## config.mk

```make
export PLATFORM = sky130hd
export DESIGN_NAME = spr_divider
export DESIGN_NICKNAME = d
export VERILOG_FILES = /design/src/rtl/spr_pkg.sv /design/src/rtl/spr_divider.sv
export SDC_FILE = /design/constraint.sdc
export NUM_CORES = 1
export LEC_CHECK = 0
export BUFFER_PORTS_ARGS = -buffer_cell sky130_fd_sc_hd__buf_4
export CORE_MARGIN = 1
export CORE_UTILIZATION = 47
export CTS_CLUSTER_DIAMETER = 80
export DETAILED_ROUTE_END_ITERATION = 16
export GPL_ROUTABILITY_DRIVEN = 0
export PLACE_DENSITY = 0.81
export RECOVER_POWER = 100
export SYNTH_ARGS = -nofsm -noshare
export SYNTH_HDL_FRONTEND = slang
export SYNTH_SLANG_ARGS = --single-unit
export TNS_END_PERCENT = 100
```

## constraint.sdc

```tcl
create_clock -name clock -period 3.75 [get_ports clock]
set_input_delay 0.375 -clock clock [delete_from_list [all_inputs] [get_ports clock]]
set_output_delay 0.375 -clock clock [all_outputs]
set_load 0.05 [all_outputs]
```

## src/rtl/spr_pkg.sv

```systemverilog
// Shared types and constants for the stereo sample player.
// Used by every module of the block; no dependencies.
package spr_pkg;

   localparam int FRAME_DEPTH = 262144;
   localparam int ADDR_W      = 18;
   localparam int POS_W       = 35;
   localparam int MAX_BLOCK   = 4096;
   localparam int DIV_W       = 48;
   localparam int DIVISOR_W   = 20;
   localparam int ROOT_W      = DIV_W / 2;

   typedef enum logic [1:0] {
      ACT_WRITE = 2'd0,
      ACT_TICK  = 2'd1,
      ACT_SEEK  = 2'd2,
      ACT_FADE  = 2'd3
   } action_type;

   localparam logic [1:0] TR_STOPPED  = 2'd0;
   localparam logic [1:0] TR_STARTING = 2'd1;
   localparam logic [1:0] TR_PLAYING  = 2'd2;
   localparam logic [1:0] TR_STOPPING = 2'd3;

   localparam logic [2:0] REG_RATIO   = 3'd0;
   localparam logic [2:0] REG_DECODED = 3'd1;
   localparam logic [2:0] REG_TOTAL   = 3'd2;
   localparam logic [2:0] REG_LOADED  = 3'd3;
   localparam logic [2:0] REG_FADE    = 3'd4;

   typedef struct packed {
      logic [1:0]         action;
      logic [17:0]        frame_index;
      logic signed [15:0] sample_left;
      logic signed [15:0] sample_right;
      logic [1:0]         transport;
      logic               has_track;
      logic [15:0]        gain;
      logic [19:0]        fade_length;
      logic               last_in_block;
   } req_type;

   typedef struct packed {
      logic signed [15:0] out_left;
      logic signed [15:0] out_right;
      logic [14:0]        block_rms;
      logic [14:0]        block_peak;
      logic               block_end;
   } rsp_type;

   typedef struct packed {
      logic                 start;
      logic [DIV_W-1:0]     dividend;
      logic [DIVISOR_W-1:0] divisor;
   } div_req_type;

   typedef struct packed {
      logic             done;
      logic [DIV_W-1:0] quotient;
   } div_rsp_type;

   typedef struct packed {
      logic              start;
      logic [DIV_W-1:0]  radicand;
   } sqrt_req_type;

   typedef struct packed {
      logic              done;
      logic [ROOT_W-1:0] root;
   } sqrt_rsp_type;

   typedef enum logic [3:0] {
      ST_IDLE,
      ST_CHECK,
      ST_ENV_DIV,
      ST_RD_A,
      ST_RD_B,
      ST_INTERP,
      ST_GAIN,
      ST_ENV_MUL,
      ST_ACCUM,
      ST_MEAN_DIV,
      ST_SQRT,
      ST_OUT
   } state_type;

endpackage

```

## src/rtl/spr_divider.sv

```systemverilog
// Restoring divider, one quotient bit per cycle.
// Depends on spr_pkg.
module spr_divider (
   input  logic                 clock,
   input  logic                 reset,
   input  spr_pkg::div_req_type req,
   output spr_pkg::div_rsp_type rsp
);

   logic                           busy_ff, busy_in;
   logic                           done_ff, done_in;
   logic [5:0]                     cnt_ff, cnt_in;
   logic [spr_pkg::DIV_W-1:0]      quo_ff, quo_in;
   logic [spr_pkg::DIVISOR_W:0]    rem_ff, rem_in;
   logic [spr_pkg::DIVISOR_W-1:0]  dsr_ff, dsr_in;
   logic [spr_pkg::DIVISOR_W+1:0]  trial;

   always_comb begin
      busy_in = busy_ff;
      done_in = 1'b0;
      cnt_in  = cnt_ff;
      quo_in  = quo_ff;
      rem_in  = rem_ff;
      dsr_in  = dsr_ff;
      trial   = {rem_ff, quo_ff[spr_pkg::DIV_W-1]};
      if (req.start) begin
         busy_in = 1'b1;
         cnt_in  = 6'(spr_pkg::DIV_W);
         quo_in  = req.dividend;
         rem_in  = '0;
         dsr_in  = req.divisor;
      end else if (busy_ff) begin
         if (trial >= {2'b00, dsr_ff}) begin
            rem_in = (spr_pkg::DIVISOR_W+1)'(trial - {2'b00, dsr_ff});
            quo_in = {quo_ff[spr_pkg::DIV_W-2:0], 1'b1};
         end else begin
            rem_in = (spr_pkg::DIVISOR_W+1)'(trial);
            quo_in = {quo_ff[spr_pkg::DIV_W-2:0], 1'b0};
         end
         cnt_in = cnt_ff - 6'd1;
         if (cnt_ff == 6'd1) begin
            busy_in = 1'b0;
            done_in = 1'b1;
         end
      end
   end

   always_ff @(posedge clock) begin
      if (reset) begin
         busy_ff <= 1'b0;
         done_ff <= 1'b0;
         cnt_ff  <= '0;
      end else begin
         busy_ff <= busy_in;
         done_ff <= done_in;
         cnt_ff  <= cnt_in;
      end
      quo_ff <= quo_in;
      rem_ff <= rem_in;
      dsr_ff <= dsr_in;
   end

   assign rsp.done     = done_ff;
   assign rsp.quotient = quo_ff;

endmodule

```

# Word level (Yosys, flattened, before mapping)
# Cells that the tools add are included.
# word_totals
out_inout_bits,49
word_cells,25
reg_bits,97
# op_classes
n_reduce_logical,3
n_addsub,2
n_eq_ne,1
muxes,10
bitwise_logic,1
order_cmp,1
# ops
operator,n
2-to-1 mux 48 bit,2
>= comparator 22 x 20 -> 1 bit,1
2-to-1 mux 21 bit,1
subtractor 21 x 20 -> 21 bit,1
2-to-1 mux 6 bit,2
"equality test 6 x 1 -> 1 bit, second input constant",1
"subtractor 6 x 1 -> 6 bit, second input constant",1
2-to-1 mux 1 bit,5
OR reduction 3 bit,1
nonzero test 2 bit,1
OR reduction 2 bit,1
NOT 1 bit,1

# Logic depth before layout (Yosys ltp)
# depth
ltp_word,4
ltp_mapped,13
depth_no_buf,11

# Worst setup path before layout
# No wires, ideal clock.
# synth_timing
path_type,reg-to-reg
startpoint,register quo_ff[47] in the netlist's numbering
endpoint,"register quo_ff[0] in the netlist's numbering, data pin"
path_stages_with_launch,12
path_slack_ns,0.713
period_less_slack_ns,3.037
required_ns,3.490
arrival_time_ns,2.777
cell_sequence,edfxtp_1 > inv_1 > ha_1 > inv_1 > fa_1 > a21oi_1 > o21ai_1 > a221oi_2 > o31a_1 > nand2_1 > buf_2 > mux2_2
# synth_via
elab_chain_cells,4
# synth_rtl
item,line_no,text
from (decl),spr_divider.sv:13,"logic [spr_pkg::DIV_W-1:0] quo_ff, quo_in;"
from (signal assigned),spr_divider.sv:58,quo_ff <= quo_in;
>= comparator 22 x 20 -> 1 bit,spr_divider.sv:33,"if (trial >= {2'b00, dsr_ff}) begin"
2-to-1 mux 1 bit,spr_divider.sv:33,
2-to-1 mux 48 bit,spr_divider.sv:32,end else if (busy_ff) begin
2-to-1 mux 48 bit,spr_divider.sv:26,if (req.start) begin
via quo_in (one bit),spr_divider.sv:13,
# The timed path passes the listed nets, and every way through them passes these cells. The select of a mux whose other input is x is not followed.
# A chain may end at the register's enable or synchronous reset.

# Worst setup path in the final report
# layout_timing
startpoint,register quo_ff[47] in the netlist's numbering
endpoint,register rem_ff[7] in the netlist's numbering
# layout_via
elab_chain_cells,2
elab_cells_between_ends,3
classes_between,add/sub (1); order compare (1); mux (1)
# layout_rtl
item,line_no,text
subtractor 21 x 20 -> 21 bit / >= comparator 22 x 20 -> 1 bit (equally long branches),"spr_divider.sv:34, spr_divider.sv:33",
2-to-1 mux 21 bit *,spr_divider.sv:33,
to (signal assigned),spr_divider.sv:59,rem_ff <= rem_in;
to (decl),spr_divider.sv:14,"logic [spr_pkg::DIVISOR_W:0] rem_ff, rem_in;"
# Every way passes the cells marked *; elsewhere a longest branch is shown, timed or not.

==> metrics <==
Reg clk slew, reported paths=~90 ps; cell area power density=466 nW/µm²; crit path max-delay cell type=and2_2; sw frac=0.328; register area share after synthesis=0.515; CTS Hold Bufs=0; TritonRoute pass-1 iters=5; Tot GR Track Use=0.220; failing checks=capacitance limit, slew limit; most frequent cells in the layout=edfxtp_1 (68), clkbuf_1 (56), buf_4 (50); Die H=106 µm; skew final=9.83 ps; H-tree levels=3; Core Footprint=10400 µm²; internal power=approximately 1900 µW; HPWL after DPL=approximately 8600 µm; layout cells sized above 1=0.253; largest net degree at the start of global routing=between 50 and 60; Syn. warnings=0; Tcrit/Tclk final=0.882; setup violators final=0; max-slew violations=~140; CTS Sinks=97; GRT Residual Overflow=0; DRT antenna net count=0; sequential fraction of design power=0.465; M1 GR Usage=0.269; status=complete, but fails checks; fmax=a little over 300 MHz; DR DRC count=0; IO Port Bufs=119; most numerous cell on the critical path=inv_1; number of nets in the layout=roughly 660; HP Class=primary input to flip-flop; placed cell area=slightly above 6000 µm²; peak supply drop=~0.3 mV; CP required=about 3900 ps; Synth cell types=60; Max FO, Critical Path=23; Fill cells=941; leak pwr=0.00240 µW; worst-margin pin slew=3010 ps; Synth area leaders=edfxtp_1 (40%), dfxtp_1 (11%), mux2_2 (11%); full die area=~11000 µm²; critical path endpoint category=flip-flop; biggest cell delay along the critical path=470 ps; Fin. Hold Viols=0; cell area after layout=roughly 6000 µm²; critical path, cell by cell=inv_1 -> ha_1 -> inv_1 -> fa_1 -> a21oi_1 -> o21ai_0 -> a221oi_2 -> o31a_1 -> and2_2 -> or3b_1 -> a311oi_2; Die X=approximately 110 µm; min Tclk post-route=roughly 3300 ps; commonest non-fill, non-tap cell in the layout=edfxtp_1; total CTS buffers=9; Starting Density=0.489; fraction of registers with async set or reset after synthesis=0; Mean Syn Cell Area=~11 µm²; area leader, netlist=edfxtp_1; first-pass GRT wire length=19500 µm; top cell type's share of synthesized area=0.401; Crit Path Category=flip-flop to flip-flop; Max transition margin=-1.01; number of global-route vias before repair=a little over 4000; Top Ports=120; EDFF count, synth=between 60 and 70; 1st-iter DRT viols=between 200 and 300; net load switching power=about 930 µW; max-cap viol count=3; RSZ-0062 raised after global routing=false; combinational share of power=0.275; Core Rows=37; post-CTS setup buffers=0; CTS tree=built; commonest register cell after synthesis=edfxtp_1; Synth Instances=roughly 450; setup_tns=0 ps; FF+latch count, synth=97; diode count=0; DR WL/cell=~17 µm; Cell Area, Synth=5100 µm²; vias per cell=5.59; grt met3 use=0.0705; GR peak layer=met2; antenna violations before repair=0; Clk pwr share=0.261; via count=between 3000 and 4000; cts repair resizes=0; final wirelength=11700 µm; CTS max path bufs=2; GR Util met2=0.365; CP startpoint kind=flip-flop; clk_lat worst skew=around 360 ps; Area Overhead vs Synth=19.9%; post-synth net total=between 500 and 600; Worst EP arrival=3410 ps; clk root buf=clkbuf_8
-- per-layer routing --
| layer | share of wire | vias up |
|---|---|---|
| li1 | - | 1898 |
| met5 | 0 | - |
| met2 | 0.49 | 152 |
| met4 | 0.016 | 0 |
| met1 | 0.41 | 1894 |
| met3 | 0.090 | 19 |
-- metrics by stage --
stage	setup slack, ps	total power [µW]	utilization	instances	hold WS, ps
after detailed placement	676	2180	0.586	693	473
after global placement	855	2150	0.586	693	446
final	444	2850	0.587	709	207
after CTS	660	2920	0.606	709	163
after floorplan	713	1930	-	453	426
after global routing	244	2980	0.587	709	189
-- state kept, by name, summed over array words and instances, names as in the netlist --
register / count
busy_ff: 1
quo_ff: 48
done_ff: 1
rem_ff: 21
dsr_ff: 20
cnt_ff: 6
-- cells in the mapped netlist (6+ instances only) --
master,count
edfxtp_1,68
mux2_2,48
nand2_1,40
nor2_1,31
inv_1,30
dfxtp_1,29
a21oi_1,23
ha_1,22
o21ai_0,18
clkbuf_1,13
xnor2_1,10
nand3_1,9
nor3_1,7
a311oi_1,6
nand4_1,6
-- final timing paths --
kind | to | slack (ps) | startpoint | cells after the start
worst max-delay path | rem_ff[7] | 440 | quo_ff[47] | 11
worst min-delay path | dsr_ff[2] | 210 | req[2] | 1
worst max register to register | rem_ff[7] | 440 | quo_ff[47] | 11
worst min register to register | rem_ff[6] | 500 | rem_ff[6] | 2
-- cell type report --
class	count	area, µm²	area share
Clock buffer	11	131	0.0215
Clock inverter	5	82.6	0.0135
Inverter	30	113	0.0184
Multi-Input combinational cell	306	2260	0.370
Sequential cell	97	2620	0.429
Tap cell	136	170	0.0279
Timing Repair Buffer	124	728	0.119
-- worst max-delay path: cells and delay by family, from the launching register on --
kind	cells	cell delay, ps
compound gates	5	1240
simple gates	2	670
fa+ha+maj	2	560
flops	1	430
buf+inv	2	130
-- kinds of logic after synthesis --
family,share of synthesized area
mux,0.112
fa+ha+maj,0.0579
xor+xnor,0.0241
compound gates,0.134
flops,0.515
buf+inv,0.0412
simple gates,0.116
-- power groups by stage --
| stage | clock [µW] | combinational [µW] | sequential (µW) |
|---|---|---|---|
| after floorplan | 0 | 401 | 1530 |
| after CTS | 763 | 833 | 1320 |
| after detailed placement | 0 | 830 | 1340 |
| after global placement | 0 | 810 | 1340 |
| after global routing | 798 | 844 | 1340 |
| final | 743 | 782 | 1320 |
Note: power is estimated with default switching activity, not from simulation.
