**config.mk**
```make
export PLATFORM = sky130hd
export DESIGN_NAME = spr_isqrt
export DESIGN_NICKNAME = d
export VERILOG_FILES = /design/src/rtl/spr_pkg.sv /design/src/rtl/spr_isqrt.sv
export SDC_FILE = /design/constraint.sdc
export NUM_CORES = 1
export LEC_CHECK = 0
export ABC_AREA = 1
export BUFFER_PORTS_ARGS = -buffer_cell sky130_fd_sc_hd__buf_2
export CAP_MARGIN = 30
export CORE_AREA = 4 4 121 123
export DETAILED_ROUTE_END_ITERATION = 12
export DIE_AREA = 0 0 125 127
export GPL_TIMING_DRIVEN = 0
export PLACE_DENSITY = 0.69
export SYNTH_ARGS = -nofsm -noshare
export SYNTH_HDL_FRONTEND = slang
export SYNTH_SLANG_ARGS = --single-unit
```
**constraint.sdc**
```tcl
create_clock -name clock -period 3.4 [get_ports clock]
set_input_delay 0.17 -clock clock [delete_from_list [all_inputs] [get_ports clock]]
set_output_delay 0.17 -clock clock [all_outputs]
set_load 0.03 [all_outputs]
```
**src/rtl/spr_pkg.sv**
```systemverilog
// Shared types and constants for the stereo sample player.
// Used by every module of the block; no dependencies.
package spr_pkg;

   localparam int FRAME_DEPTH = 262144;
   localparam int ADDR_W      = 18;
   localparam int POS_W       = 35;
   localparam int MAX_BLOCK   = 4096;
   localparam int DIV_W       = 48;
   localparam int DIVISOR_W   = 20;
   localparam int ROOT_W      = DIV_W / 2;

   typedef enum logic [1:0] {
      ACT_WRITE = 2'd0,
      ACT_TICK  = 2'd1,
      ACT_SEEK  = 2'd2,
      ACT_FADE  = 2'd3
   } action_type;

   localparam logic [1:0] TR_STOPPED  = 2'd0;
   localparam logic [1:0] TR_STARTING = 2'd1;
   localparam logic [1:0] TR_PLAYING  = 2'd2;
   localparam logic [1:0] TR_STOPPING = 2'd3;

   localparam logic [2:0] REG_RATIO   = 3'd0;
   localparam logic [2:0] REG_DECODED = 3'd1;
   localparam logic [2:0] REG_TOTAL   = 3'd2;
   localparam logic [2:0] REG_LOADED  = 3'd3;
   localparam logic [2:0] REG_FADE    = 3'd4;

   typedef struct packed {
      logic [1:0]         action;
      logic [17:0]        frame_index;
      logic signed [15:0] sample_left;
      logic signed [15:0] sample_right;
      logic [1:0]         transport;
      logic               has_track;
      logic [15:0]        gain;
      logic [19:0]        fade_length;
      logic               last_in_block;
   } req_type;

   typedef struct packed {
      logic signed [15:0] out_left;
      logic signed [15:0] out_right;
      logic [14:0]        block_rms;
      logic [14:0]        block_peak;
      logic               block_end;
   } rsp_type;

   typedef struct packed {
      logic                 start;
      logic [DIV_W-1:0]     dividend;
      logic [DIVISOR_W-1:0] divisor;
   } div_req_type;

   typedef struct packed {
      logic             done;
      logic [DIV_W-1:0] quotient;
   } div_rsp_type;

   typedef struct packed {
      logic              start;
      logic [DIV_W-1:0]  radicand;
   } sqrt_req_type;

   typedef struct packed {
      logic              done;
      logic [ROOT_W-1:0] root;
   } sqrt_rsp_type;

   typedef enum logic [3:0] {
      ST_IDLE,
      ST_CHECK,
      ST_ENV_DIV,
      ST_RD_A,
      ST_RD_B,
      ST_INTERP,
      ST_GAIN,
      ST_ENV_MUL,
      ST_ACCUM,
      ST_MEAN_DIV,
      ST_SQRT,
      ST_OUT
   } state_type;

endpackage

```
**src/rtl/spr_isqrt.sv**
```systemverilog
// Integer square root, one root bit per cycle (digit by digit).
// Depends on spr_pkg.
module spr_isqrt (
   input  logic                  clock,
   input  logic                  reset,
   input  spr_pkg::sqrt_req_type req,
   output spr_pkg::sqrt_rsp_type rsp
);

   logic                        busy_ff, busy_in;
   logic                        done_ff, done_in;
   logic [4:0]                  cnt_ff, cnt_in;
   logic [spr_pkg::DIV_W-1:0]   val_ff, val_in;
   logic [spr_pkg::ROOT_W-1:0]  root_ff, root_in;
   logic [spr_pkg::ROOT_W+2:0]  rem_ff, rem_in;
   logic [spr_pkg::ROOT_W+2:0]  shifted;
   logic [spr_pkg::ROOT_W+2:0]  trial;

   always_comb begin
      busy_in = busy_ff;
      done_in = 1'b0;
      cnt_in  = cnt_ff;
      val_in  = val_ff;
      root_in = root_ff;
      rem_in  = rem_ff;
      shifted = {rem_ff[spr_pkg::ROOT_W:0], val_ff[spr_pkg::DIV_W-1 -: 2]};
      trial   = {1'b0, root_ff, 2'b01};
      if (req.start) begin
         busy_in = 1'b1;
         cnt_in  = 5'(spr_pkg::ROOT_W);
         val_in  = req.radicand;
         root_in = '0;
         rem_in  = '0;
      end else if (busy_ff) begin
         val_in = {val_ff[spr_pkg::DIV_W-3:0], 2'b00};
         if (shifted >= trial) begin
            rem_in  = shifted - trial;
            root_in = {root_ff[spr_pkg::ROOT_W-2:0], 1'b1};
         end else begin
            rem_in  = shifted;
            root_in = {root_ff[spr_pkg::ROOT_W-2:0], 1'b0};
         end
         cnt_in = cnt_ff - 5'd1;
         if (cnt_ff == 5'd1) begin
            busy_in = 1'b0;
            done_in = 1'b1;
         end
      end
   end

   always_ff @(posedge clock) begin
      if (reset) begin
         busy_ff <= 1'b0;
         done_ff <= 1'b0;
         cnt_ff  <= '0;
      end else begin
         busy_ff <= busy_in;
         done_ff <= done_in;
         cnt_ff  <= cnt_in;
      end
      val_ff  <= val_in;
      root_ff <= root_in;
      rem_ff  <= rem_in;
   end

   assign rsp.done = done_ff;
   assign rsp.root = root_ff;

endmodule

```
# Word level (Yosys, flattened, before mapping)
# Index checks and enable logic that the tools add are counted.
word_totals:
  out_inout_bits: 25
  register_bits: 104
  wordCells: 25
  in_bits: 51
classes:
  addsub: 2
  eq_ne: 1
  n_reduce_logical: 3
  n_mux: 10
  n_lt_le_gt_ge: 1
  bitwise: 1
op_table:
  columns: ["operator", "count"]
  rows:
  - ["$mux 48", 2]
  - ["$ge 27x26->1", 1]
  - ["$mux 25", 1]
  - ["$sub 25x25->25", 1]
  - ["$mux 5", 2]
  - ["$eq 5x1->1 const B", 1]
  - ["$mux 1", 5]
  - ["$sub 5x1->5 const B", 1]
  - ["$reduce_or 3->1", 1]
  - ["$reduce_bool 2->1", 1]
  - ["$reduce_or 2->1", 1]
  - ["$not 1->1", 1]

# Depth between registers and ports, before layout
# Gate-level depths: netlist of run 1.
depth:
  word_depth: 4
  ltp_mapped: 16

# Worst setup path before layout of run 1
# Ideal clock, no wire load.
synth_path:
  path_type: "register to register"
  startpoint: "register busy_ff"
  endpoint: "register val_ff[0] in the netlist's numbering (enable)"
  t_required_ns: 2.969
  period_less_slack_ns: 2.630
  arrival_ns: 2.199
  stages_incl_launch_ff: 5
  slack_ns: 0.770
  setup_ns: 0.431
  path_buffers: 2
  cell_sequence: "dfxtp_1 buf_2 nor2_1 clkinv_1 clkbuf_1"
synth_between:
  elab_chain_len: 1
synth_rtl:
  columns: ["element", "line_no", "source"]
  rows:
  - ["from (decl)", "spr_isqrt.sv:10", "logic busy_ff, busy_in;"]
  - ["from (signal assigned)", "spr_isqrt.sv:57", "busy_ff <= busy_in;"]
  - ["$reduce_bool 2->1 (no source line)", null, null]
  - ["to (signal assigned)", "spr_isqrt.sv:61", "val_ff <= val_in;"]
  - ["to (decl)", "spr_isqrt.sv:13", "logic [spr_pkg::DIV_W-1:0] val_ff, val_in;"]
# No other way between the ends.
# A chain may end at the register's enable or synchronous reset.

# Worst setup path after layout of run 1
layout_path:
  startpoint: "register busy_ff"
  endpoint: "register val_ff[44] in the netlist's numbering (enable)"
# The elaborated chain is that of the path after synthesis.

==> flow_summary_export.csv, run 1 <==
group,metric,value,unit
sta,relSlewSlack,0.527,
cts,numCtsBuffers,9,
drt,routedWlPerCell,12.9,um
yosys,netlist_area,6030,um2
sta,fmax,449,MHz
setup_path,cp-start-kind,"flop",
setup_path,slowest_delay,0.48,ns
floorplan,die_width,125,um
floorplan,die-area,15900,um2
pwr,power.total,0.00760,W
setup_path,critical_path.top_delay_family,"buffers and inverters",
cts,cts_buffer_depth,2,
cells_and_area,area_growth_syn_to_layout,15.0,%
cells_and_area,utilization,0.507,
floorplan,start_util,0.441,
global_routing,gr-total-overflow,0,
pwr,power_density,1100,nW/um2
yosys,yosysSeqAreaShare,0.425,
drt,drc_errors,0,
place,hpwl,11.1,mm
place,port_buffers,74,
cts,path_clk_slew,0.08,ns
global_routing,grt_max_degree,37,
cells_and_area,fill_cells,1425,
place,dpl_worst_slack,1.14,ns
sta,rsz0062_at_grt,"false",
yosys,netlist_instances,851,
drt,drt_iter0_markers,363,
global_routing,first_global_vias,4978,
global_routing,grt_util_all_layers,0.186,
sta,min_period,2.23,ns
sta,slew_viol_final,0,
floorplan,num_rows,43,
cts,post_cts_buffers,0,
sta,period_share,0.656,
sta,worst_pin_slew,0.709,ns
global_routing,antenna_found_initial,0,
floorplan,core_area,13700,um2
yosys,synth-edff-count,48,
sta,setup_viol,0,
global_routing,met1_usage,0.242,
run_status,status,"finished, final reports clean",
worst_hold_path,hold_path.class,"in -> reg",
drt,drt_first_pass_iters,5,
place,gp_congestion,0.955,
global_routing,grt_use_met3,0.0489,
sta,worst_slack,1.17,ns
drt,wl,14.5,mm
drt,vias,5405,
yosys,synth_cell_types,41,
cells_and_area,antenna_cells,0,
setup_path,path_buf_inv,4,
yosys,ys_ff_latch,104,
pwr,p_leak,3.60,nW
global_routing,grt_first_pass_wirelength,23.8,mm
drt,drt-vias-per-instance,4.82,
job,maxCapViolations,0,
pwr,ir_worst_vdd,0.456,mV
yosys,syn_avg_cell_area,7.08,um2
setup_path,worst_ep_arrival_time,2.33,ns
cts,cts_root_buffer,"clkbuf_16",
sta,finalHoldViolations,0,
drt,ant_nets,0,
cts,cts_resized,0,
cells_and_area,nets,1016,
yosys,syn_nets,930,
floorplan,die_y,127,um
setup_path,cp_slowest_cell,"clkbuf_2",
floorplan,ioPinCount,76,
setup_path,path_max_fanout,36,
global_routing,grt-busiest-layer,"met2",
cts,cts_tree,"yes",
yosys,synth_ff_type,"dfxtp_1",
setup_path,crit_path_cell_trace,"buf_2 > nor2_1 > clkinv_1 > clkbuf_2 > buf_12",
cts,clk_latency,0.36,ns
cts,numClockSinks,104,
yosys,ys_warn_count,0,
setup_path,critical_path_required,3.50,ns
cts,h-tree-depth,3,
cts,cts_hold_buf,0,
global_routing,use_met2,0.300,
cells_and_area,drive_gt1_frac,0.137,
sta,whs,0.0197,ns
sta,finClkSkew,0.0111,ns
setup_path,endpoint_kind,"flop",
setup_path,crit_type,"reg -> reg",
yosys,synthArstFlopShare,0,
sta,finalSetupTns,0,ns
routing by layer:
layer / part of all wire / vias up
met5: 0 / -
met4: 0.028 / 0
met3: 0.061 / 29
met2: 0.45 / 128
met1: 0.46 / 2383
li1: - / 2865
cell usage in the layout, fill, tap and decap left out, drive strengths merged, types with 3 or more instances in the layout:
master / synthesis / layout
nand2: 342 / 342
inv: 126 / 130
buf: 11 / 86
nor2: 61 / 61
dfxtp: 56 / 56
nand3: 49 / 49
edfxtp: 48 / 48
a21oi: 31 / 31
ha: 28 / 28
clkbuf: 16 / 25
o22ai: 23 / 23
o21ai: 17 / 17
nand4: 8 / 8
xor2: 5 / 5
or2: 5 / 5
clkinv: 2 / 5
a31oi: 4 / 4
xnor2: 4 / 4
o21bai: 3 / 3
nor3: 3 / 3
state kept, by name, summed over array words and instances (netlist names):
signal,flops
root_ff,24
cnt_ff,5
val_ff,48
done_ff,1
rem_ff,25
busy_ff,1
cell families (layout without fill, tap and decap cells):
| group | count (synthesis) | count (layout) | synth area share |
|---|---|---|---|
| flops | 104 | 104 | 0.425 |
| fa+ha+maj | 28 | 28 | 0.0581 |
| compound gates | 84 | 84 | 0.0803 |
| buf+inv | 155 | 246 | 0.102 |
| simple gates | 471 | 471 | 0.322 |
| xor+xnor | 9 | 9 | 0.0131 |
stage by stage:
| step | std cells | instance area (um2) |
|---|---|---|
| 6_report | 1122 | 6930 |
| 5_1_grt | 1122 | 6930 |
| 4_1_cts | 1122 | 6930 |
| 3_5_place_dp | 1106 | 6650 |
| 3_3_place_gp | 1105 | 6620 |
| 2_1_floorplan | 851 | 6030 |
Yosys cell counts (2+ instances only):
| master | instances | share of area |
|---|---|---|
| buf_2 | 2 | 0.0017 |
| nor2_2 | 5 | 0.0052 |
| a21oi_1 | 30 | 0.025 |
| dfxtp_1 | 56 | 0.19 |
| nor2_1 | 55 | 0.034 |
| o21ai_0 | 6 | 0.0050 |
| buf_1 | 4 | 0.0025 |
| buf_6 | 3 | 0.0056 |
| nor3_1 | 3 | 0.0025 |
| xnor2_1 | 4 | 0.0058 |
| o21ai_1 | 10 | 0.0083 |
| nand2_1 | 341 | 0.21 |
| xor2_1 | 5 | 0.0073 |
| o21bai_1 | 3 | 0.0037 |
| a31oi_1 | 4 | 0.0042 |
| edfxtp_1 | 48 | 0.24 |
| ha_1 | 28 | 0.058 |
| inv_2 | 13 | 0.0081 |
| o22ai_1 | 23 | 0.024 |
| or2_2 | 4 | 0.0042 |
| buf_4 | 2 | 0.0025 |
| nand4_1 | 8 | 0.0083 |
| a21boi_0 | 2 | 0.0025 |
| nand3_2 | 3 | 0.0050 |
| inv_1 | 113 | 0.070 |
| clkbuf_1 | 16 | 0.010 |
| nand3_1 | 45 | 0.037 |
| clkinv_1 | 2 | 0.0012 |
layout make-up:
cell class              count  area, um2  area share
plain buffers              27        135      0.0195
clock buffers               9        225      0.0325
clock inverters             7       62.6     0.00902
inverters                 128        480      0.0693
multi-input cells         592       2850       0.411
flip-flops and latches    104       2560       0.370
well taps                 180        225      0.0325
repair buffers             75        390      0.0563
power by group:
group	leakage (nW)	internal [W]	switching (W)	total [W]
Clock	0.146	0.000515	0.000512	0.00103
Combinational	2.51	0.00171	0.00323	0.00494
Sequential	0.949	0.00151	0.000116	0.00163
path summary, 6_finish.rpt:
path | start | to | slack [ns] | depth (start not counted)
setup reg to reg | busy_ff | val_ff[44] | 1.17 | 5
hold / removal | reset | cnt_ff[3] | 0.02 | 2
setup / recovery | busy_ff | val_ff[44] | 1.17 | 5
hold reg to reg | rem_ff[18] | rem_ff[18] | 0.47 | 2
Note: power is estimated with default switching activity, not from simulation.
==> inputs of run 2 (changes only) <==
==> constraint.sdc (replaced) <==
create_clock -name clock -period 2.1 [get_ports clock]
set_input_delay 0.105 -clock clock [delete_from_list [all_inputs] [get_ports clock]]
set_output_delay 0.105 -clock clock [all_outputs]
set_load 0.03 [all_outputs]
==> flow_summary_export.csv, run 2 (synthesis results as in run 1) <==
group,metric,value,unit
run_status,status,"complete, but fails checks",
run_status,violations,"negative setup slack",
global_routing,grt_max_degree,39,
worst_hold_path,hold_path.class,"in -> reg",
sta,worst_pin_slew,0.620,ns
floorplan,num_rows,43,
floorplan,die_width,125,um
setup_path,cp-start-kind,"flop",
cts,cts_buffer_depth,2,
setup_path,worst_ep_arrival_time,2.36,ns
floorplan,ioPinCount,76,
sta,period_share,1.00,
cells_and_area,largest_reg_flops,48,
setup_path,crit_path_cell_trace,"inv_2 > ha_4 > nand2_1 > nor2_4 > nand2_2 > a21oi_4 > nor2_4 > buf_12 > buf_8 > buf_6 > nand4_1 > nand3_1 > nand2_1 > inv_1",
cts,path_clk_slew,0.07,ns
cts,cts_tree,"yes",
global_routing,grt_util_all_layers,0.195,
worst_hold_path,holdPathEnd,"val_ff[1]",
setup_path,r2r_end,"rem_ff[16]",
setup_path,crit_type,"reg -> reg",
drt,drt-vias-per-instance,4.98,
cts,numCtsBuffers,9,
cts,h-tree-depth,3,
setup_path,reg2reg_depth,14,
worst_hold_path,whs_path_depth,3,
setup_path,critical_path.top_delay_family,"simple AND/OR/NAND/NOR gates",
sta,fmax,474,MHz
cells_and_area,final_common_cell,"nand2_1",
sta,setup_viol,1,
setup_path,ff2ff_setup_slack,-0.008,ns
global_routing,antenna_found_initial,0,
floorplan,die_y,127,um
place,port_buffers,74,
cells_and_area,antenna_cells,0,
cts,numClockSinks,104,
cells_and_area,nets,1046,
cells_and_area,utilization,0.582,
cells_and_area,largest_register,"val_ff",
drt,drt_iter0_markers,371,
setup_path,cp_slowest_cell,"dfxtp_2",
sta,slew_viol_final,0,
place,hpwl,11.1,mm
cts,clk_latency,0.36,ns
worst_hold_path,min_from,"req[1]",
sta,relSlewSlack,0.587,
drt,ant_nets,0,
sta,min_period,2.11,ns
drt,drt_first_pass_iters,5,
global_routing,gr-total-overflow,0,
floorplan,start_util,0.441,
floorplan,core_area,13700,um2
sta,finClkSkew,0.00631,ns
cells_and_area,top_regs,"val_ff x48, rem_ff x25, root_ff x24",
cts,cts_root_buffer,"clkbuf_16",
floorplan,die-area,15900,um2
setup_path,endpoint_kind,"flop",
drt,wl,16.4,mm
cells_and_area,most-common-layout-cells,"nand2_1, inv_1, buf_2",
sta,finalSetupTns,-0.00822,ns
sta,rsz0062_at_grt,"true",
global_routing,first_global_vias,5385,
setup_path,slowest_delay,0.33,ns
setup_path,path_max_fanout,5,
cells_and_area,area_growth_syn_to_layout,32.0,%
drt,drc_errors,0,
drt,vias,5738,
sta,worst_slack,-0.00822,ns
global_routing,grt_first_pass_wirelength,25.3,mm
setup_path,critical_path_required,2.35,ns
setup_path,timing.rr.start,"root_ff[14]",
drt,routedWlPerCell,14.3,um
cells_and_area,drive_gt1_frac,0.309,
place,gp_congestion,0.949,
job,maxCapViolations,0,
setup_path,path_buf_inv,5,
sta,finalHoldViolations,0,
run 2: cell types whose count changed in the layout (fill, tap and decap cells not counted), sizes merged:
cell,delta
clkinv,-1
buf,+25
nand2,+1
dlygate4sd3,+1
clkinvlp,+1
clkbuf,+3
run 2: cell type report:
cell class              instances  area (um2)
repair buffers                105         706
clock inverters                 7        70.1
multi-input cells             593        3480
inverters                     128         492
fillers                      1273        5710
clock buffers                   9         225
plain buffers                  26         155
flip-flops and latches        104        2600
well taps                     180         225
run 2: per-stage QoR:
step	std cells	hold WS, ns	cell area (um2)	setup WS (ns)
floorplan	851	0.174	6050	0.00232
global placement	1105	0.333	6640	-0.451
detailed placement	1106	0.336	6660	-0.173
CTS	1127	0.00326	7290	0.00277
global route	1152	0.0112	7960	-0.0784
finish	1152	0.00850	7960	-0.00822
run 2: how the worst max path moves through the flow:
stage / start / to / slack [ns] / depth (start not counted)
after global routing: root_ff[14] / rem_ff[16] / -0.08 / 14
after detailed placement: root_ff[19] / rem_ff[12] / -0.17 / 13
after CTS: busy_ff / val_ff[44] / 0.003 / 5
after floorplan: root_ff[21] / rem_ff[23] / 0.002 / 15
after global placement: busy_ff / val_ff[42] / -0.45 / 4
final: root_ff[14] / rem_ff[16] / -0.008 / 14
run 2: worst min-delay path, cell delays in order:
cell	delay, ns
buf_2	0.08
nand2_1	0.04
inv_1	0.04
run 2: metal layers:
layer / vias to the layer above / routed length, um / part of all wire / GRT usage
met5: - / 0 / 0 / 0
met3: 60 / 1100 / 0.067 / 0.0334
li1: 2940 / - / - / -
met1: 2532 / 7160 / 0.44 / 0.249
met2: 206 / 7420 / 0.45 / 0.326
met4: 0 / 761 / 0.046 / 0.0880
run 2: repair_timing:
action / in CTS / in global routing
setup endpoints to repair: 64 / 64
buffers inserted: 4 / 24
resized for setup: 36 / 138
pin swaps: 3 / 40
endpoints found under the hold margin: 2 / 0
cloned: 0 / 4
hold buffers: 1 / 0
Power of run 2 is left out: the tool's default activity adds up to more than one toggle a clock period on the data nets, which glitch-free logic cannot reach.
